<file path="config.mk">
export PLATFORM = sky130hd
export DESIGN_NAME = pcv_lane
export DESIGN_NICKNAME = d
export VERILOG_FILES = /design/src/rtl/core/pcv_pkg.sv /design/src/rtl/core/pcv_lane.sv
export SDC_FILE = /design/constraint.sdc
export NUM_CORES = 2
export LEC_CHECK = 0
export ABC_CLOCK_PERIOD_IN_PS = 6900
export BUFFER_PORTS_ARGS = -buffer_cell sky130_fd_sc_hd__buf_4
export CAP_MARGIN = 0
export CORE_MARGIN = 4
export CORE_UTILIZATION = 60
export CTS_CLUSTER_DIAMETER = 150
export CTS_CLUSTER_SIZE = 28
export DETAILED_ROUTE_END_ITERATION = 10
export PLACE_DENSITY_LB_ADDON = 0.25
export SLEW_MARGIN = 30
export SYNTH_ARGS = -nofsm -noshare
export SYNTH_HDL_FRONTEND = slang
export SYNTH_SLANG_ARGS = --single-unit
</file>
<file path="constraint.sdc">
create_clock -name clock -period 6.9 [get_ports clock]
set_input_delay 0.345 -clock clock [delete_from_list [all_inputs] [get_ports clock]]
set_output_delay 0.345 -clock clock [all_outputs]
set_load 0.03 [all_outputs]
</file>
<file path="src/rtl/core/pcv_pkg.sv">
// ----------------------------------------------------------------------------
// pcv_pkg
// Shared types, register codes and constant tables for the masked pixel to
// RGB888 converter.
// ----------------------------------------------------------------------------
package pcv_pkg;

   // Width of a pixel word and of each component mask.
   localparam int unsigned WORD_W = 32;

   // Bits per pixel as held in the size register.
   typedef enum logic [1:0] {
      PIX_8BPP  = 2'd0,
      PIX_16BPP = 2'd1,
      PIX_24BPP = 2'd2,
      PIX_32BPP = 2'd3
   } pix_size_type;

   // Register indexes of the configuration port.
   typedef enum logic [2:0] {
      REG_RED_MASK   = 3'd0,
      REG_GREEN_MASK = 3'd1,
      REG_BLUE_MASK  = 3'd2,
      REG_PIXEL_SIZE = 3'd3,
      REG_MSB_FIRST  = 3'd4
   } reg_index_type;

   // Configuration register file contents.
   typedef struct packed {
      logic [WORD_W-1:0] red_sel;
      logic [WORD_W-1:0] green_sel;
      logic [WORD_W-1:0] blue_sel;
      pix_size_type      size_mode;
      logic              msb_first;
   } csr_type;

   // Layout controls that the byte packer needs.
   typedef struct packed {
      pix_size_type size_mode;
      logic         msb_first;
   } layout_type;

   // Reciprocals ceil(2^(32+w) / (2^w - 1)) for an exact 32-bit quotient.
   localparam logic [33:0] RECIP_WIDE_W1 = 34'(64'd1 << 33);
   localparam logic [33:0] RECIP_WIDE_W2 = 34'(((64'd1 << 34) + 64'd2) / 64'd3);
   localparam logic [33:0] RECIP_WIDE_W3 = 34'(((64'd1 << 35) + 64'd6) / 64'd7);
   localparam logic [33:0] RECIP_WIDE_W4 = 34'(((64'd1 << 36) + 64'd14) / 64'd15);
   localparam logic [33:0] RECIP_WIDE_W5 = 34'(((64'd1 << 37) + 64'd30) / 64'd31);
   localparam logic [33:0] RECIP_WIDE_W6 = 34'(((64'd1 << 38) + 64'd62) / 64'd63);
   localparam logic [33:0] RECIP_WIDE_W7 = 34'(((64'd1 << 39) + 64'd126) / 64'd127);

   // Reciprocals ceil(2^(15+w) / (2^w - 1)) for an exact 15-bit quotient.
   localparam logic [16:0] RECIP_NARROW_W1 = 17'(64'd1 << 16);
   localparam logic [16:0] RECIP_NARROW_W2 = 17'(((64'd1 << 17) + 64'd2) / 64'd3);
   localparam logic [16:0] RECIP_NARROW_W3 = 17'(((64'd1 << 18) + 64'd6) / 64'd7);
   localparam logic [16:0] RECIP_NARROW_W4 = 17'(((64'd1 << 19) + 64'd14) / 64'd15);
   localparam logic [16:0] RECIP_NARROW_W5 = 17'(((64'd1 << 20) + 64'd30) / 64'd31);
   localparam logic [16:0] RECIP_NARROW_W6 = 17'(((64'd1 << 21) + 64'd62) / 64'd63);
   localparam logic [16:0] RECIP_NARROW_W7 = 17'(((64'd1 << 22) + 64'd126) / 64'd127);

   // Reciprocal for dividing a 32-bit component by 2^w - 1.
   function automatic logic [33:0] recip_wide(input logic [2:0] w);
      case (w)
         3'd1:    return RECIP_WIDE_W1;
         3'd2:    return RECIP_WIDE_W2;
         3'd3:    return RECIP_WIDE_W3;
         3'd4:    return RECIP_WIDE_W4;
         3'd5:    return RECIP_WIDE_W5;
         3'd6:    return RECIP_WIDE_W6;
         3'd7:    return RECIP_WIDE_W7;
         default: return '0;
      endcase
   endfunction

   // Reciprocal for dividing 255 times a remainder by 2^w - 1.
   function automatic logic [16:0] recip_narrow(input logic [2:0] w);
      case (w)
         3'd1:    return RECIP_NARROW_W1;
         3'd2:    return RECIP_NARROW_W2;
         3'd3:    return RECIP_NARROW_W3;
         3'd4:    return RECIP_NARROW_W4;
         3'd5:    return RECIP_NARROW_W5;
         3'd6:    return RECIP_NARROW_W6;
         3'd7:    return RECIP_NARROW_W7;
         default: return '0;
      endcase
   endfunction

   // Largest value of a component of w bits: 2^w - 1.
   function automatic logic [6:0] full_scale(input logic [2:0] w);
      logic [7:0] pow;
      pow = 8'd1 << w;
      return 7'(pow - 8'd1);
   endfunction

endpackage

</file>
<file path="src/rtl/core/pcv_lane.sv">
// ----------------------------------------------------------------------------
// pcv_lane
// One color component: cuts the field out of the pixel word with its mask and
// expands it to 8 bits, in seven register stages.
// ----------------------------------------------------------------------------
module pcv_lane (
   input  logic                       clock,
   input  logic                       reset,
   input  logic                       in_valid,
   input  logic [pcv_pkg::WORD_W-1:0] in_word,
   input  logic [pcv_pkg::WORD_W-1:0] in_mask,
   output logic                       out_valid,
   output logic [7:0]                 out_value
);

   localparam int unsigned STAGES = 7;

   // Position of the lowest set mask bit; zero for an empty mask.
   function automatic logic [4:0] mask_shift(input logic [pcv_pkg::WORD_W-1:0] m);
      logic [4:0] n;
      n = '0;
      for (int i = pcv_pkg::WORD_W - 1; i >= 0; i--) begin
         if (m[i]) begin
            n = 5'(i);
         end
      end
      return n;
   endfunction

   logic [STAGES-1:0] valid_ff;
   logic [STAGES-1:0] valid_in;

   // Stage A: masked word, shift and width.
   logic [31:0] a_masked_ff, a_masked_in;
   logic [4:0]  a_shift_ff, a_shift_in;
   logic [5:0]  a_width_ff, a_width_in;
   // Stage B: right-aligned component value.
   logic [31:0] b_value_ff, b_value_in;
   logic [5:0]  b_width_ff, b_width_in;
   // Stage C: reciprocal partial products and the wide-field result.
   logic [49:0] c_prod_lo_ff, c_prod_lo_in;
   logic [49:0] c_prod_hi_ff, c_prod_hi_in;
   logic [7:0]  c_top_ff, c_top_in;
   logic [7:0]  c_vlow_ff, c_vlow_in;
   logic [5:0]  c_width_ff, c_width_in;
   // Stage D: low byte of the quotient by the full scale.
   logic [65:0] d_sum;
   logic [7:0]  d_quot_ff, d_quot_in;
   logic [7:0]  d_vlow_ff, d_vlow_in;
   logic [7:0]  d_top_ff, d_top_in;
   logic [5:0]  d_width_ff, d_width_in;
   // Stage E: remainder of that division.
   logic [14:0] e_dq;
   logic [7:0]  e_diff;
   logic [6:0]  e_rem_ff, e_rem_in;
   logic [7:0]  e_quot_ff, e_quot_in;
   logic [7:0]  e_top_ff, e_top_in;
   logic [5:0]  e_width_ff, e_width_in;
   // Stage F: 255 times the remainder, times its reciprocal.
   logic [14:0] f_scaled;
   logic [31:0] f_prod_ff, f_prod_in;
   logic [7:0]  f_quot_ff, f_quot_in;
   logic [7:0]  f_top_ff, f_top_in;
   logic [5:0]  f_width_ff, f_width_in;
   // Stage G: final 8-bit value.
   logic [31:0] g_frac;
   logic [7:0]  g_value_ff, g_value_in;

   // Valid bits travel alongside the data.
   assign valid_in = {valid_ff[STAGES-2:0], in_valid};

   always_comb begin
      // Stage A: apply the mask and measure it.
      a_masked_in = in_word & in_mask;
      a_shift_in  = mask_shift(in_mask);
      a_width_in  = 6'($countones(in_mask));

      // Stage B: align the field to bit zero, gaps kept.
      b_value_in = a_masked_ff >> a_shift_ff;
      b_width_in = a_width_ff;

      // Stage C: multiply by the reciprocal of the full scale in two halves.
      // For fields of eight bits or more only the top byte is kept.
      c_prod_lo_in = {34'd0, b_value_ff[15:0]}
                   * {16'd0, pcv_pkg::recip_wide(b_width_ff[2:0])};
      c_prod_hi_in = {34'd0, b_value_ff[31:16]}
                   * {16'd0, pcv_pkg::recip_wide(b_width_ff[2:0])};
      c_top_in     = 8'(b_value_ff >> (b_width_ff - 6'd8));
      c_vlow_in    = b_value_ff[7:0];
      c_width_in   = b_width_ff;

      // Stage D: combine the halves and take the quotient's low byte.
      d_sum      = {c_prod_hi_ff, 16'd0} + {16'd0, c_prod_lo_ff};
      d_quot_in  = 8'(d_sum >> (6'd32 + {3'd0, c_width_ff[2:0]}));
      d_vlow_in  = c_vlow_ff;
      d_top_in   = c_top_ff;
      d_width_in = c_width_ff;

      // Stage E: the remainder is below 128, so eight bits of it suffice.
      e_dq       = 15'(pcv_pkg::full_scale(d_width_ff[2:0])) * 15'(d_quot_ff);
      e_diff     = d_vlow_ff - e_dq[7:0];
      e_rem_in   = e_diff[6:0];
      e_quot_in  = d_quot_ff;
      e_top_in   = d_top_ff;
      e_width_in = d_width_ff;

      // Stage F: scale the remainder by 255 and divide it by reciprocal.
      f_scaled   = {e_rem_ff, 8'd0} - {8'd0, e_rem_ff};
      f_prod_in  = {17'd0, f_scaled}
                 * {15'd0, pcv_pkg::recip_narrow(e_width_ff[2:0])};
      f_quot_in  = e_quot_ff;
      f_top_in   = e_top_ff;
      f_width_in = e_width_ff;

      // Stage G: 255 times the quotient is minus the quotient modulo 256.
      g_frac = f_prod_ff >> (5'd15 + {2'd0, f_width_ff[2:0]});
      if (f_width_ff == 6'd0) begin
         g_value_in = 8'd0;
      end else if (f_width_ff >= 6'd8) begin
         g_value_in = f_top_ff;
      end else begin
         g_value_in = g_frac[7:0] - f_quot_ff;
      end
   end

   // Valid bits with reset.
   always_ff @(posedge clock) begin
      if (reset) begin
         valid_ff <= '0;
      end else begin
         valid_ff <= valid_in;
      end
   end

   // Data registers of all stages.
   always_ff @(posedge clock) begin
      a_masked_ff  <= a_masked_in;
      a_shift_ff   <= a_shift_in;
      a_width_ff   <= a_width_in;
      b_value_ff   <= b_value_in;
      b_width_ff   <= b_width_in;
      c_prod_lo_ff <= c_prod_lo_in;
      c_prod_hi_ff <= c_prod_hi_in;
      c_top_ff     <= c_top_in;
      c_vlow_ff    <= c_vlow_in;
      c_width_ff   <= c_width_in;
      d_quot_ff    <= d_quot_in;
      d_vlow_ff    <= d_vlow_in;
      d_top_ff     <= d_top_in;
      d_width_ff   <= d_width_in;
      e_rem_ff     <= e_rem_in;
      e_quot_ff    <= e_quot_in;
      e_top_ff     <= e_top_in;
      e_width_ff   <= e_width_in;
      f_prod_ff    <= f_prod_in;
      f_quot_ff    <= f_quot_in;
      f_top_ff     <= f_top_in;
      f_width_ff   <= f_width_in;
      g_value_ff   <= g_value_in;
   end

   assign out_valid = valid_ff[STAGES-1];
   assign out_value = g_value_ff;

endmodule

</file>
## Word level (Yosys, flattened, before mapping)

Cells that the tools add are included.

| word-level totals | value |
|---|---|
| bits in registers | 329 |
| input port bits | 67 |
| output and inout bits | 9 |
| word-level logic and storage cells | 131 |

| cells by class | value |
|---|---|
| $add $sub $neg | 39 |
| multipliers | 4 |
| order comparisons | 1 |
| equal/unequal tests | 14 |
| shift operators | 5 |
| muxes and demuxes | 34 |
| bitwise logic cells | 1 |
| reductions and logical operators | 5 |

Operator list:

| cell | count |
|---|---|
| 34-bit case mux with 7 select lines | 1 |
| 17-bit case mux with 7 select lines | 1 |
| 16-bit by 34-bit multiplier with 50-bit output | 2 |
| 5-bit 2-to-1 mux | 16 |
| 66-bit by 50-bit adder with 66-bit output | 1 |
| 66-bit by 6-bit right shift with 8-bit output | 1 |
| 1-bit by 1-bit adder with 2-bit output | 16 |
| 32-bit AND | 1 |
| 15-bit by 17-bit multiplier with 32-bit output | 1 |
| 4-bit 2-to-1 mux | 8 |
| 32-bit by 5-bit right shift with 32-bit output | 1 |
| 32-bit by 5-bit right shift with 8-bit output | 1 |
| 32-bit by 6-bit right shift with 8-bit output | 1 |
| 2-bit by 2-bit adder with 3-bit output | 8 |
| 3-bit == test (second input constant) | 8 |
| 3-bit by 3-bit adder with 4-bit output | 4 |
| 16-bit OR reduction | 1 |
| 15-bit by 7-bit subtractor with 15-bit output | 1 |
| 3-bit by 2-bit == test with 1-bit output (second input constant) | 4 |
| 3-bit 2-to-1 mux | 4 |
| 4-bit by 4-bit adder with 5-bit output | 2 |
| 7-bit by 8-bit multiplier with 7-bit output | 1 |
| 8-bit 2-to-1 mux | 1 |
| 8-bit OR reduction | 1 |
| other kinds (15) | 17 |

## Longest topological paths before layout

| logic depth | value |
|---|---|
| depth after elaboration | 31 |
| mapped depth | 32 |
| mapped depth without buffers | 30 |

## Least setup slack after synthesis

No wires, ideal clock.

| timing path | value |
|---|---|
| path kind | reg-to-reg |
| from | register b_width_ff[0] |
| to | register c_prod_lo_ff[45] |
| setup time | 0.095 ns |
| arrival time | 6.959 ns |
| required time | 6.805 ns |
| slack | -0.155 ns |
| stages on the path, launching flop included | 27 |
| path buffers | 5 |
| period minus slack after synthesis | 7.055 ns |
| cells stage by stage | dfxtp_1 -> buf_2 -> buf_2 -> clkbuf_1 -> clkbuf_1 -> and2_1 -> clkbuf_1 -> nand2_1 -> fa_1 -> inv_1 -> fa_1 -> fa_1 -> fa_1 -> fa_1 -> inv_1 -> fa_1 -> inv_1 -> ha_1 -> and3_1 -> a221o_1 -> a21o_1 -> a221oi_2 -> nand3_1 -> o2111a_1 -> nor2_1 -> o21ai_1 -> o311ai_1 |

| between the ends | value |
|---|---|
| word-level cells in the longest chain between the ends | 3 |
| elaborated cells on any way between the ends | 9 |
| those cells by class | mul (1); eq/ne (7); mux (1) |

Ends and longest elaborated chain:

| what | line | RTL |
|---|---|---|
| start, declared | pcv_lane.sv:39 | `logic [5:0] b_width_ff, b_width_in;` |
| start signal, assigned | pcv_lane.sv:141 | `b_width_ff <= b_width_in;` |
| 3-bit == test (tied with other cells) | pcv_pkg.sv:63 | `case (w)` |
| 34-bit case mux with 7 select lines (*) | pcv_pkg.sv:63 |  |
| 16-bit by 34-bit multiplier with 50-bit output (*) | pcv_lane.sv:85 | `* {16'd0, pcv_pkg::recip_wide(b_width_ff[2:0])};` |
| named net c_prod_lo_in[45] | pcv_lane.sv:41 | `logic [49:0] c_prod_lo_ff, c_prod_lo_in;` |
| end signal, assigned | pcv_lane.sv:142 | `c_prod_lo_ff <= c_prod_lo_in;` |
| end, declared | pcv_lane.sv:41 |  |

The timed path passes the listed nets; every way through them passes the cells marked *.
A chain may end at the register's enable or synchronous reset.

## Worst setup path after layout

| timing path | value |
|---|---|
| from | register b_width_ff[2] |
| to | register c_prod_lo_ff[46] |

Same word-level chain as after synthesis.

==> flow_summary.ini <==
[die]
die-area_mm2 = 0.0762
fp.dieH_um = 276
die_x_um = 276
core.rowCount = 98
num_io_pins = 76
start_util_pct = 60.4
core-area_mm2 = 0.0714

[logic_synthesis]
synth_edf_count = 0
avgSynthCellArea_um2 = 9.13
postSynth.asyncResetShare_pct = 0
ys.flop_type = dfxtp_1
yosys.cell_types.count = 85
yosys.area.top_type = fa_1
synth_most_common_cell = inv_1
synthCells = 4720
yosys_warnings = 0
synth_top_area_share_pct = 33.4
syn_nets = 6032
syn-cell-area_mm2 = 0.0431
ys_top_cells_by_area = fa_1 (33%), ha_1 (15%), dfxtp_1 (13%), inv_1 (9.6%), and2_1 (3.4%)
synth_common_cells = inv_1 (1098), fa_1 (720), ha_1 (525), nand2_1 (375), dfxtp_1 (274)
ys_seq_area_share_pct = 12.7
ys_ff_latch = 274

[clock_tree]
h-tree-depth = 1
clk_path_buf_depth = 3
cts_root_buf = clkbuf_16
clk_pin_slew_worst_paths_ns = 0.10
clk_latency_ns = 0.53
cts_num_sinks = 274
cts_tree = built
cts_buffers = 14

[timing]
worstMarginPinSlew_ns = 0.760
fin_crit_ns = 6.76
drv_slew = 0
rsz0062_at_grt = yes
period_share_pct = 98.0
slew-limit-headroom_pct = 49.2
finClkSkew_ns = 0.0186
setup_viol = 0
hold_viol = 0
max_freq_mhz = 148
setup_tns_ns = 0
whs_ns = 0.0231

[global_route]
grt_start_max_net_pins = 49
grtUsageTotal_pct = 33.2
grt_pass1_vias = 34949
globalRoute.totalOverflow = 0
grt_pass1_wl_um = 197000
antenna_found_initial = 1

[finish]
nets = 6357
area_growth_pct = 12.4
drive_gt1_share_pct = 13.7

[routing]
viasPerCell = 5.55
drt-total-wl_um = 127000
dr.first_iter.drc_count = 2378
vias = 33279
wl_per_cell_um = 21.2
ant_nets = 0
drtPass1Iterations = 5
drc_errors = 0

[outcome]
outcome = finished, final reports clean

[job]
maxCapViolations = 0

[worst_setup_path]
crit_type = register to register
cp-start-kind = register
arrival_ns = 7.19
crit_fanout = 5
cp.required_ns = 7.33
crit_path_end_kind = register

[placed_design]
dp_hpwl_um = 110000
gp_congestion = 1.01
io_buffers = 75

[worst_hold_path]
hp-class = input pin to register
## state kept, by name, indices dropped and copies added (netlist names), 8 cells and up
signal and cells:
a_masked_ff 32, e_top_ff 8, out_value 8, b_value_ff 32, d_top_ff 8, f_quot_ff 8
d_quot_ff 8, c_prod_hi_ff 31, c_prod_lo_ff 31, f_top_ff 8, e_quot_ff 8, f_prod_ff 15
c_top_ff 8
## final timing paths
| kind | from | end | slack (ns) | cells after the start |
|---|---|---|---|---|
| worst max-delay path | b_width_ff[2] | c_prod_lo_ff[46] | 0.14 | 26 |
| worst min-delay path | in_word[12] | a_masked_ff[12] | 0.02 | 2 |
| worst max register to register | b_width_ff[2] | c_prod_lo_ff[46] | 0.14 | 26 |
| worst min register to register | d_top_ff[5] | e_top_ff[5] | 0.32 | 0 |
## cell usage in the layout, fill, tap and decap left out, types with 23 or more instances in the layout
cell type,n
nor3_1,35
nor2b_1,93
mux2i_1,69
and2_1,226
or2_2,23
nand2b_1,43
nand2_1,359
a21o_1,40
nor2_1,228
dfxtp_1,268
nand3_1,33
o21a_1,23
a211oi_1,31
fa_1,704
and3_1,62
buf_4,426
o21ai_0,78
ha_1,513
mux2_2,26
inv_1,1085
xor2_1,43
a21oi_1,132
mux4_2,29
xnor2_1,92
## stage by stage
step	std cells	util, %	area (µm²)	setup WS, ns
2_1_floorplan	4720	-	43100	-0.00219
5_1_grt	5997	67.9	48400	-0.0444
4_1_cts	5977	66.8	47700	0.00487
6_report	5999	67.9	48400	0.136
3_3_place_gp	5936	65.8	47000	-0.129
3_5_place_dp	5936	65.8	47000	-0.197
## routing by layer
| metal | routed length [µm] | GRT usage [%] | up-vias |
|---|---|---|---|
| met3 | 9780 | 6.08 | 368 |
| met2 | 60800 | 56.1 | 1356 |
| met4 | 7560 | 15.6 | 0 |
| met1 | 49300 | 41.5 | 16308 |
| met5 | 0 | 0 | - |
| li1 | - | - | 15247 |
## repair_timing
action                                  4_1_cts  5_1_grt
hold endpoints to repair                     20        1
gates resized for setup                       8      158
endpoints found under the setup margin       21       36
cloned                                        0        1
pin swaps                                     1       43
setup buffers                                 3       19
hold buffers                                 20        1
## cell families after synthesis
family	Yosys count	synth area share, %
muxes	125	3.82
and+or+nand+nor	1211	13.9
adders and majority gates	1245	48.7
buffers and inverters	1263	11.1
AOI/OAI and AO/OA	464	6.97
xor gates and xnor gates	138	2.80
DFF	274	12.7
## worst max-delay path, cell delays in order (launching register included)
cell,delay [ns]
dfxtp_2,0.34
nand2b_4,0.15
buf_8,0.14
nor2_4,0.18
buf_12,0.15
buf_12,0.12
and2_1,0.14
nor2_1,0.06
fa_1,0.54
inv_1,0.07
fa_1,0.58
inv_1,0.07
fa_1,0.48
inv_1,0.05
fa_1,0.45
fa_1,0.53
fa_1,0.47
ha_4,0.31
and4_4,0.23
nand4_1,0.12
or4_4,0.56
nand3_4,0.10
o211ai_1,0.13
buf_4,0.19
a211oi_4,0.21
nor3_1,0.09
a211oi_1,0.20
## cell type report
| type | count | area, µm² |
|---|---|---|
| Antenna cell | 2 | 5.00 |
| Clock buffer | 16 | 379 |
| Clock inverter | 2 | 36.3 |
| Fill cell | 5849 | 22900 |
| Inverter | 1102 | 4140 |
| Multi-Input combinational cell | 3183 | 33400 |
| Sequential cell | 274 | 5500 |
| Tap cell | 950 | 1190 |
| Timing Repair Buffer | 470 | 3770 |
Power is left out: the tool's default activity adds up to more than one toggle a clock period on the data nets, which glitch-free logic cannot reach.
