--- src/rtl/core/pcv_pkg.sv ---
// ----------------------------------------------------------------------------
// pcv_pkg
// Shared types, register codes and constant tables for the masked pixel to
// RGB888 converter.
// ----------------------------------------------------------------------------
package pcv_pkg;

   // Width of a pixel word and of each component mask.
   localparam int unsigned WORD_W = 32;

   // Bits per pixel as held in the size register.
   typedef enum logic [1:0] {
      PIX_8BPP  = 2'd0,
      PIX_16BPP = 2'd1,
      PIX_24BPP = 2'd2,
      PIX_32BPP = 2'd3
   } pix_size_type;

   // Register indexes of the configuration port.
   typedef enum logic [2:0] {
      REG_RED_MASK   = 3'd0,
      REG_GREEN_MASK = 3'd1,
      REG_BLUE_MASK  = 3'd2,
      REG_PIXEL_SIZE = 3'd3,
      REG_MSB_FIRST  = 3'd4
   } reg_index_type;

   // Configuration register file contents.
   typedef struct packed {
      logic [WORD_W-1:0] red_sel;
      logic [WORD_W-1:0] green_sel;
      logic [WORD_W-1:0] blue_sel;
      pix_size_type      size_mode;
      logic              msb_first;
   } csr_type;

   // Layout controls that the byte packer needs.
   typedef struct packed {
      pix_size_type size_mode;
      logic         msb_first;
   } layout_type;

   // Reciprocals ceil(2^(32+w) / (2^w - 1)) for an exact 32-bit quotient.
   localparam logic [33:0] RECIP_WIDE_W1 = 34'(64'd1 << 33);
   localparam logic [33:0] RECIP_WIDE_W2 = 34'(((64'd1 << 34) + 64'd2) / 64'd3);
   localparam logic [33:0] RECIP_WIDE_W3 = 34'(((64'd1 << 35) + 64'd6) / 64'd7);
   localparam logic [33:0] RECIP_WIDE_W4 = 34'(((64'd1 << 36) + 64'd14) / 64'd15);
   localparam logic [33:0] RECIP_WIDE_W5 = 34'(((64'd1 << 37) + 64'd30) / 64'd31);
   localparam logic [33:0] RECIP_WIDE_W6 = 34'(((64'd1 << 38) + 64'd62) / 64'd63);
   localparam logic [33:0] RECIP_WIDE_W7 = 34'(((64'd1 << 39) + 64'd126) / 64'd127);

   // Reciprocals ceil(2^(15+w) / (2^w - 1)) for an exact 15-bit quotient.
   localparam logic [16:0] RECIP_NARROW_W1 = 17'(64'd1 << 16);
   localparam logic [16:0] RECIP_NARROW_W2 = 17'(((64'd1 << 17) + 64'd2) / 64'd3);
   localparam logic [16:0] RECIP_NARROW_W3 = 17'(((64'd1 << 18) + 64'd6) / 64'd7);
   localparam logic [16:0] RECIP_NARROW_W4 = 17'(((64'd1 << 19) + 64'd14) / 64'd15);
   localparam logic [16:0] RECIP_NARROW_W5 = 17'(((64'd1 << 20) + 64'd30) / 64'd31);
   localparam logic [16:0] RECIP_NARROW_W6 = 17'(((64'd1 << 21) + 64'd62) / 64'd63);
   localparam logic [16:0] RECIP_NARROW_W7 = 17'(((64'd1 << 22) + 64'd126) / 64'd127);

   // Reciprocal for dividing a 32-bit component by 2^w - 1.
   function automatic logic [33:0] recip_wide(input logic [2:0] w);
      case (w)
         3'd1:    return RECIP_WIDE_W1;
         3'd2:    return RECIP_WIDE_W2;
         3'd3:    return RECIP_WIDE_W3;
         3'd4:    return RECIP_WIDE_W4;
         3'd5:    return RECIP_WIDE_W5;
         3'd6:    return RECIP_WIDE_W6;
         3'd7:    return RECIP_WIDE_W7;
         default: return '0;
      endcase
   endfunction

   // Reciprocal for dividing 255 times a remainder by 2^w - 1.
   function automatic logic [16:0] recip_narrow(input logic [2:0] w);
      case (w)
         3'd1:    return RECIP_NARROW_W1;
         3'd2:    return RECIP_NARROW_W2;
         3'd3:    return RECIP_NARROW_W3;
         3'd4:    return RECIP_NARROW_W4;
         3'd5:    return RECIP_NARROW_W5;
         3'd6:    return RECIP_NARROW_W6;
         3'd7:    return RECIP_NARROW_W7;
         default: return '0;
      endcase
   endfunction

   // Largest value of a component of w bits: 2^w - 1.
   function automatic logic [6:0] full_scale(input logic [2:0] w);
      logic [7:0] pow;
      pow = 8'd1 << w;
      return 7'(pow - 8'd1);
   endfunction

endpackage

--- src/rtl/core/pcv_pack.sv ---
// ----------------------------------------------------------------------------
// pcv_pack
// Assembles the pixel word from its memory bytes by pixel size and byte
// order, and registers it at the head of the pipeline.
// ----------------------------------------------------------------------------
module pcv_pack (
   input  logic                            clock,
   input  logic                            reset,
   input  logic                            in_valid,
   input  logic [7:0]                      in_byte_zero,
   input  logic [7:0]                      in_byte_one,
   input  logic [7:0]                      in_byte_two,
   input  logic [7:0]                      in_byte_three,
   input  pcv_pkg::layout_type             layout,
   output logic                            out_valid,
   output logic [pcv_pkg::WORD_W-1:0]      out_word
);

   logic                       valid_ff;
   logic                       valid_in;
   logic [pcv_pkg::WORD_W-1:0] word_ff;
   logic [pcv_pkg::WORD_W-1:0] word_in;

   // Pick the byte order and zero the bytes beyond the pixel size.
   always_comb begin
      unique case (layout.size_mode)
         pcv_pkg::PIX_8BPP: begin
            word_in = {24'd0, in_byte_zero};
         end
         pcv_pkg::PIX_16BPP: begin
            word_in = layout.msb_first ? {16'd0, in_byte_zero, in_byte_one}
                                       : {16'd0, in_byte_one, in_byte_zero};
         end
         pcv_pkg::PIX_24BPP: begin
            word_in = layout.msb_first
                    ? {8'd0, in_byte_zero, in_byte_one, in_byte_two}
                    : {8'd0, in_byte_two, in_byte_one, in_byte_zero};
         end
         pcv_pkg::PIX_32BPP: begin
            word_in = layout.msb_first
                    ? {in_byte_zero, in_byte_one, in_byte_two, in_byte_three}
                    : {in_byte_three, in_byte_two, in_byte_one, in_byte_zero};
         end
         default: begin
            word_in = '0;
         end
      endcase
      valid_in = in_valid;
   end

   // Valid bit with reset.
   always_ff @(posedge clock) begin
      if (reset) begin
         valid_ff <= 1'b0;
      end else begin
         valid_ff <= valid_in;
      end
   end

   // Pixel word register.
   always_ff @(posedge clock) begin
      word_ff <= word_in;
   end

   assign out_valid = valid_ff;
   assign out_word  = word_ff;

endmodule

--- config.mk ---
export PLATFORM = sky130hd
export DESIGN_NAME = pcv_pack
export DESIGN_NICKNAME = d
export VERILOG_FILES = /design/src/rtl/core/pcv_pkg.sv /design/src/rtl/core/pcv_pack.sv
export SDC_FILE = /design/constraint.sdc
export NUM_CORES = 1
export LEC_CHECK = 0
export BUFFER_PORTS_ARGS = -buffer_cell sky130_fd_sc_hd__buf_2
export CAP_MARGIN = 5
export CORE_MARGIN = 4
export CORE_UTILIZATION = 42
export CTS_CLUSTER_DIAMETER = 30
export CTS_CLUSTER_SIZE = 12
export DETAILED_ROUTE_END_ITERATION = 10
export PLACE_DENSITY = 0.82
export SLEW_MARGIN = 20
export SYNTH_ARGS = -nofsm -noshare
export SYNTH_HDL_FRONTEND = slang
export SYNTH_SLANG_ARGS = --single-unit
--- constraint.sdc ---
create_clock -name clock -period 0.9 [get_ports clock]
set_input_delay 0.045 -clock clock [delete_from_list [all_inputs] [get_ports clock]]
set_output_delay 0.045 -clock clock [all_outputs]
set_load 0.02 [all_outputs]
* Word-level counts from Yosys, hierarchy flattened
Index checks and enable logic that the tools add are counted.
** Storage, ports and cells
- Output and inout port bits :: 33
- Bits in registers :: 33
- Bits of input ports :: 38
** Operators by class
- Mux-type cells :: 4
- Equal/unequal tests :: 3
- Reduce and logical (&&, ||, !) cells :: 1
** Operators by type and width (number)
- 32-bit one-hot mux with 4 select lines :: 1
- 32-bit two-way mux :: 1
- 24-bit two-way mux :: 1
- 16-bit two-way mux :: 1
- 2-bit == test, second input constant :: 2
- 2-bit by 1-bit == test with 1-bit output, second input constant :: 1
- 2-bit zero test :: 1

* Logic depth before layout (Yosys ltp)
Gate-level depths: netlist (run 1).
- Depth in word-level cells :: 2
- Mapped depth :: 7

* Least setup slack after synthesis (run 1)
Ideal clock, no wire load.
- Path kind :: input to register
- Start point :: in layout[0] in the netlist's numbering
- End point :: reg word_ff (netlist bit out_word[13])
- Buffers on the path :: 3
- Setup slack :: -18 ps
- Library setup time :: 117 ps
- Stages :: 7
- Arrival time :: 801 ps
- Path through :: buf_6 > and2_4 > buf_6 > buf_6 > nand2_1 > o21ai_1 > a22o_1
** Between the ends
- Word-level cells in the longest chain between the ends :: 2
** Ends and longest elaborated chain
- start: declaration :: RTL line pcv_pack.sv:14 : input pcv_pkg::layout_type layout,
- 32-bit two-way mux or 16-bit two-way mux (tied branches) :: RTL line pcv_pack.sv:41, pcv_pack.sv:31
- 32-bit one-hot mux with 4 select lines (*) :: RTL line pcv_pack.sv:26 : unique case (layout.size_mode)
- named net word_in (one bit) :: RTL line pcv_pack.sv:22 : logic [pcv_pkg::WORD_W-1:0] word_in;
- end signal: assignment :: RTL line pcv_pack.sv:62 : word_ff <= word_in;
- end: declaration :: RTL line pcv_pack.sv:21 : logic [pcv_pkg::WORD_W-1:0] word_ff;
Mark *: on every way through the listed nets, which the timed path passes. The rest lies on a longest branch.
A chain may end at the register's enable or synchronous reset.

* Final worst setup path (run 1)
- Start point :: reg word_ff (netlist bit out_word[9])
- End point :: out out_word[9] in the netlist's numbering
** RTL lines
- end: declaration :: RTL line pcv_pack.sv:16 : output logic [pcv_pkg::WORD_W-1:0] out_word
No word-level cell between the ends.

==> run metrics, run 1 <==
CP Capture Type=output pin; setup TNS=0 ns; Via density=5.21; initial antenna violation count=0; H-tree depth=2; count of pins over their slew limit=0; Synth Area per Inst=8.23 um^2; DRT antenna net count=0; nets=305; GRT Total Usage=0.175; Cells after Synth=191; CP Depth=1; # DRC=0; CP startpoint=out_word[9]$_DFF_P_; Die ar.=4780 um^2; critical path peak fanout=1; worst slew pin tran=0.375 ns; final hold violations=0; sequential fraction of the synthesis area=0.420; Max Cap Viol=0; outcome=complete, no violations; largest net degree at the start of global routing=28; worst hold path depth=3; initial core utilization=0.453; worst path cell trace=buf_2; # rows=21; initial DRC count=153; clock root cell=clkbuf_8; Startpoint Class=flip-flop; Setup CP Type=reg -> out; post-synthesis cell type count=23; Max Clk Rate=1.21 GHz; HP Class=in -> reg; placed instance count=304; first-pass GRT wire length=6870 um; CP peak stage delay=0.33 ns; clk buf depth=2; Net Count, Synth=229; Crit-path slowest cell=dfxtp_1; core area=3470 um^2; gpl congestion=0.877; die width=69.2 um; CTS tree=yes; Yosys reg bits=33; I/O Buffers=70; CP Buf/Inv Count=1; antenna cells=0; Layout area overhead=33.6%; WP data arrival=0.78 ns; Avg WL per Cell=13.4 um; RSZ-0062 raised after global routing=no; Period Utilization, post-route=0.915; vias in the first global route=1545; DR pass1 iterations=4; CP delay by family, top=flip-flops; Post-DP HPWL=3100 um; clock transition at the registers of the reported paths=0.06 ns; I/O Pins=71; Critical Path RT=0.85 ns; worst slew margin relative to its limit=0.749; Synth Warn #=0; total power=3.54 mW; clock net sink count=33; overall routed net length=4200 um; share of layout cells above drive strength 1=0.341; final setup vio count=0; Finished Layout Cells=313; total grt overflow=0; Post-Syn Area=1570 um^2; Die H=69.2 um; P per Cell Area=1690 nW/um^2; worst IR drop on VDD=0.902 mV; fin crit period=0.824 ns; Vias=1630; Pleak=1.07 nW; hold path start=in_byte_three[6]; Num CTS Buffers=5
tightest hold or removal path, stage by stage:
cell,delay [ns]
buf_2,0.08
mux2i_1,0.05
nor2_1,0.07
metrics by stage:
stage | instance area [um^2] | setup slack (ns) | utilization | hold slack [ns]
after global routing | 2100 | 0.0392 | 0.605 | 0.0288
after detailed placement | 1990 | -0.223 | 0.574 | 0.209
final | 2100 | 0.0762 | 0.605 | 0.0110
after CTS | 2100 | 0.0569 | 0.605 | 0.00780
after global placement | 1990 | -0.139 | 0.574 | 0.205
after floorplan | 1570 | 0.00758 | - | 0.117
routing by layer:
layer / vias to the layer above / GRT usage / wire [um]
met1: 736 / 0.217 / 1800
met2: 78 / 0.280 / 1960
met5: - / 0 / 0
li1: 814 / - / -
met4: 0 / 0.0607 / 19
met3: 2 / 0.0652 / 418
final timing paths:
check | to | slack [ns]
max | out_word[9] | 0.08
min | out_word[30]$_DFF_P_ | 0.01
cell usage in the layout (no fill, tap or decap):
| cell | netlist | final |
|---|---|---|
| o221ai_1 | 5 | 5 |
| a21oi_1 | 21 | 21 |
| inv_1 | 14 | 14 |
| clkbuf_1 | 2 | 1 |
| o22ai_1 | 3 | 3 |
| nor2b_2 | 0 | 1 |
| dlygate4sd3_1 | 0 | 2 |
| nand2b_1 | 6 | 6 |
| o22a_1 | 3 | 3 |
| mux2i_1 | 11 | 11 |
| nand3_1 | 1 | 1 |
| clkbuf_8 | 0 | 6 |
| and2_1 | 1 | 1 |
| nor2_1 | 15 | 15 |
| nand2_1 | 19 | 19 |
| buf_12 | 0 | 1 |
| o21ai_1 | 3 | 3 |
| dfxtp_1 | 33 | 33 |
| a22o_1 | 8 | 8 |
| nor2b_1 | 2 | 1 |
| o211ai_1 | 5 | 5 |
| o211a_1 | 3 | 3 |
| o21ai_0 | 21 | 21 |
| and2_4 | 1 | 1 |
| buf_2 | 10 | 70 |
| buf_4 | 1 | 12 |
cells in the mapped netlist, drive strengths merged:
cell	instances	area (um^2)
dfxtp	33	661
o21ai	24	120
a21oi	21	105
nand2	19	71.3
nor2	15	56.3
buf	14	91.3
inv	14	52.6
mux2i	11	110
a22o	8	70.1
nand2b	6	37.5
o211ai	5	37.5
o221ai	5	43.8
o211a	3	30.0
o22a	3	26.3
o22ai	3	18.8
and2	2	15.0
clkbuf	2	7.51
nor2b	2	12.5
nand3	1	5.00
timing repair:
item,in CTS,in global routing
buffers inserted,0,0
resized for setup,0,1
endpoints found under the setup margin,0,7
hold buffers,2,0
endpoints found under the hold margin,1,0
report_power, final:
group / total, mW / internal, mW / switching, mW / leakage (nW)
Sequential: 1.61 / 1.58 / 0.0300 / 0.275
Clock: 1.12 / 0.606 / 0.509 / 0.0443
Combinational: 0.815 / 0.338 / 0.478 / 0.746
Total: 3.54 / 2.52 / 1.02 / 1.07
state kept, by name, indices dropped and copies added, names as in the netlist:
register and count:
out_valid 1, out_word 32
kinds of logic after synthesis:
group	Yosys count	synth area share
muxes	11	0.0701
AOI/OAI and AO/OA	72	0.287
and+or+nand+nor	45	0.126
DFF	33	0.420
buffers and inverters	30	0.0963
cell type report:
| class | count | area, um^2 |
|---|---|---|
| clock buffers | 7 | 86.3 |
| inverters | 14 | 52.6 |
| flip-flops and latches | 33 | 661 |
| repair buffers | 85 | 480 |
| multi-input cells | 128 | 762 |
| fillers | 327 | 1370 |
| well taps | 46 | 57.6 |
No activity file was read; power rests on OpenSTA's default activity.
==> inputs of run 2 (changes only) <==
Settings changed: CORE_UTILIZATION 42 to 46, PLACE_DENSITY 0.82 to 0.85.
Clock period 0.9 ns to 0.8 ns, I/O delays scaled along.
==> run 2 against run 1 <==
  * The run now ends with negative setup slack left
  * Clock-buffer cell count stayed put
  * Die area down 7.7%
  * Total power increased by 16%
  * Combinational power up 44%
  * Utilization is 18 points higher
  * Sequential power up 16%
  * Final cell count increased by 3.8%
  * Worst setup slack lost 0.12 ns
  * Clock power shrank 4%
  * Via count grew 10%
  * First-iteration DRC count increased by 56%
  * Critical endpoint unchanged
==> run metrics, run 2 (synthesis results as in run 1) <==
initial antenna violation count=0; Critical Path RT=0.76 ns; max reg flops=32; critical path peak fanout=1; WP data arrival=0.81 ns; clock transition at the registers of the reported paths=0.10 ns; P per Cell Area=1650 nW/um^2; I/O Buffers=70; GRT Total Usage=0.249; Max Clk Rate=1.18 GHz; clock root cell=clkbuf_4; Num CTS Buffers=5; CP Buf/Inv Count=1; Setup WS pre-CTS=-0.304 ns; Avg WL per Cell=16.1 um; final setup vio count=34; clock net sink count=33; clock power share=0.262; initial core utilization=0.498; RSZ-0062 raised after global routing=yes; Startpoint Class=flip-flop; Post-CTS Setup Bufs=0; worst slew margin relative to its limit=0.757; hold slack=0.0156 ns; total power=4.12 mW; antenna cells=0; I/O Pins=71; Pleak=1.18 nW; Sw Share=0.299; # rows=20; total grt overflow=0; Vias=1801; outcome=finished, violations left; WL met2=2600 um; Layout area overhead=58.4%; share of layout cells above drive strength 1=0.448; Via density=5.54; gpl congestion=0.895; nets=318; Die ar.=4420 um^2; Crit-path slowest cell=dfxtp_2; CP Depth=1; overall routed net length=5240 um; Comb pwr share=0.285; Setup CP Type=reg -> out; Post-DP HPWL=3130 um; Sw Pwr=1.23 mW; fill cell count=212; CTS tree=yes; HP Class=in -> reg; worst slew pin tran=0.363 ns; setup TNS=-0.974 ns; leading cell types in the layout, fill and taps excluded=buf_2 (33), dfxtp_2 (33), buf_6 (33); fin crit period=0.846 ns; CP peak stage delay=0.35 ns; initial DRC count=238; core area=3150 um^2; Pint=2.89 mW; CP Capture Type=output pin; vias in the first global route=1718; DRT antenna net count=0; M1 wire length=2070 um; failing checks=negative setup slack; Max Cap Viol=0; worst IR drop on VDD=0.910 mV; CP delay by family, top=flip-flops; Die H=66.5 um; DR pass1 iterations=5; H-tree depth=2; worst path cell trace=buf_6; largest net degree at the start of global routing=17; first-pass GRT wire length=8270 um; clk buf depth=2; Period Utilization, post-route=1.06; final hold violations=0; # DRC=0; Finished Layout Cells=325; highest metal used=met4; worst hold path depth=3; placed instance count=301; Setup WS post-layout=-0.0459 ns; count of pins over their slew limit=0; die width=66.5 um; sequential share of power=0.453; WL met3=428 um
[run 2: power by group through the flow]
stage               combinational, mW  clock (mW)  sequential [mW]
floorplan                       0.400           0             2.02
global placement                0.897           0             1.84
detailed placement              0.912           0             1.85
CTS                              1.14        1.10             1.87
global route                     1.25        1.18             1.88
finish                           1.17        1.08             1.87
[run 2: worst paths after layout]
path                              endpoint                 from
worst min-delay path  out_word[27]$_DFF_P_      in_byte_zero[3]
worst max-delay path           out_word[9]  out_word[9]$_DFF_P_
[run 2: final cells by class]
type                            instances  area [um^2]  area share
Clock buffer                            7         65.1      0.0261
Clock inverter                          1         5.00     0.00201
Inverter                               14         52.6      0.0211
Multi-Input combinational cell        128          781       0.314
Sequential cell                        33          702       0.282
Tap cell                               44         55.1      0.0221
Timing Repair Buffer                   98          830       0.333
[run 2: what timing repair did]
item | CTS | global route
gates resized for setup | 99 | 3
pin swaps | 0 | 2
hold buffers | 20 | 0
setup endpoints to repair | 33 | 45
endpoints found under the hold margin | 16 | 0
[run 2: routing by layer]
metal / up-vias / global-route usage
met5: - / 0
met4: 0 / 0.0939
met3: 14 / 0.0675
met2: 107 / 0.452
met1: 835 / 0.274
li1: 845 / -
[run 2: per-stage QoR]
| stage | utilization | instance area, um^2 |
|---|---|---|
| floorplan | - | 1600 |
| detailed placement | 0.630 | 1990 |
| global placement | 0.630 | 1990 |
| global route | 0.790 | 2490 |
| CTS | 0.794 | 2500 |
| finish | 0.790 | 2490 |
==> inputs of run 3 (changes only) <==
Settings changed: SETUP_SLACK_MARGIN set to 0.2.
==> run 3 against run 2 <==
  * The run ends with negative hold slack, negative setup slack left
  * Die area did not move
  * Final cell count fell by 3.4%
  * Highest routed layer unchanged
  * Utilization fell by 2.6 points
  * Routed wire length fell by 13%
  * Clock-buffer cell count did not move
  * Worst setup slack improved by 0.014 ns
  * Flip-flop and latch count did not move
  * Sequential share of layout area rose by 0.95 points
  * Non-clock buffer count fell by 12
  * Combinational power barely moved
==> run metrics, run 3 (synthesis results as in run 1) <==
outcome=finished, violations left; failing checks=negative hold slack, negative setup slack; CP peak stage delay=0.34 ns; Setup WS post-layout=-0.0323 ns; DR pass1 iterations=4; total grt overflow=0; clk buf depth=2; Post-CTS Hold Buffers=2; I/O Pins=71; hold path start=in_byte_three[6]; DRT antenna net count=0; Max Cap Viol=0; Post-DP Area=2010 um^2; worst IR drop on VDD=0.911 mV; Crit-path slowest cell=dfxtp_2; worst slew margin relative to its limit=0.806; RSZ-0062 raised after global routing=yes; clock net sink count=33; Setup CP Type=reg -> out; final setup vio count=33; Critical Path RT=0.76 ns; core area=3150 um^2; # rows=20; initial antenna violation count=0; nets=307; Startpoint Class=flip-flop; GRT Total Usage=0.213; CP Capture Type=output pin; gpl congestion=0.894; Final Util=0.764; initial core utilization=0.498; HP Class=in -> reg; worst slew pin tran=0.289 ns; worst hold path depth=3; final hold violations=13; Num CTS Buffers=5; Die ar.=4420 um^2; Vias=1695; initial DRC count=151; count of pins over their slew limit=0; Final Cell Area=2410 um^2; Via density=5.40; antenna cells=0; vias in the first global route=1603; overall routed net length=4540 um; first-pass GRT wire length=7110 um; Post-DP HPWL=3040 um; Finished Layout Cells=314; worst path cell trace=buf_6; max reg flops=32; WP data arrival=0.79 ns; die width=66.5 um; hold slack=-0.0445 ns; Die H=66.5 um; CP Buf/Inv Count=1; Setup WS pre-CTS=-0.310 ns; share of layout cells above drive strength 1=0.507; hold endpoint=out_word[30]$_DFF_P_; # DRC=0; leading cell types in the layout, fill and taps excluded=buf_2 (36), dfxtp_2 (33), buf_6 (33); Layout area overhead=53.3%; critical path peak fanout=1; clock root cell=clkbuf_4; Max Clk Rate=1.20 GHz; H-tree depth=2; largest net degree at the start of global routing=33; P per Cell Area=1690 nW/um^2; placed instance count=299; Avg WL per Cell=14.5 um; clock transition at the registers of the reported paths=0.11 ns; CTS tree=yes; I/O Buffers=70; most common cell after layout, fill and taps aside=buf_2; CP delay by family, top=flip-flops; Pleak=1.15 nW; fin crit period=0.832 ns; Period Utilization, post-route=1.04
-- run 3: cell types whose count changed in the layout (fill, tap and decap cells not counted), sizes merged --
cell / change
and2: +1
buf: +5
clkbuf: +1
dlygate4sd3: -17
dlymetal6s4s: -1
-- run 3: per-layer routing --
metal	part of all wire	track usage	wire [um]	up-vias
li1	-	-	-	819
met1	0.39	0.242	1790	771
met2	0.48	0.351	2200	93
met3	0.094	0.0742	427	12
met4	0.026	0.107	119	0
met5	0	0	0	-
-- run 3: metrics by stage --
step / TNS (ns) / total power [mW]
finish: -0.598 / 4.07
global route: -1.93 / 4.29
CTS: -1.27 / 4.05
detailed placement: -3.87 / 2.77
global placement: -3.19 / 2.75
floorplan: -0.548 / 2.42
-- run 3: cell type report --
class	instances	area, um^2
multi-input cells	129	812
fillers	231	744
repair buffers	86	717
flip-flops and latches	33	702
clock buffers	7	65.1
well taps	44	55.1
inverters	14	52.6
clock inverters	1	5.00
-- run 3: worst max path at each step --
stage	start	to	slack, ns	cells past startpoint
2_1_floorplan	layout[0]	out_word[13]$_DFF_P_	-0.09	7
3_3_place_gp	layout[0]	out_word[8]$_DFF_P_	-0.25	5
3_5_place_dp	layout[0]	out_word[11]$_DFF_P_	-0.31	5
4_1_cts	out_word[13]$_DFF_P_	out_word[13]	-0.05	1
5_1_grt	out_word[1]$_DFF_P_	out_word[1]	-0.08	1
6_report	out_word[26]$_DFF_P_	out_word[26]	-0.03	1
-- run 3: what timing repair did --
item / 4_1_cts / 5_1_grt
resized for setup: 101 / 8
setup buffers: 0 / 4
endpoints found under the hold margin: 19 / 13
pin swaps: 0 / 1
cloned: 0 / 1
setup endpoints to repair: 41 / 47
-- run 3: report_power, final --
part | leakage [nW] | total [mW] | internal (mW) | switching, mW
Sequential | 0.283 | 1.86 | 1.80 | 0.0625
Clock | 0.0413 | 1.07 | 0.509 | 0.563
Combinational | 0.823 | 1.14 | 0.561 | 0.575
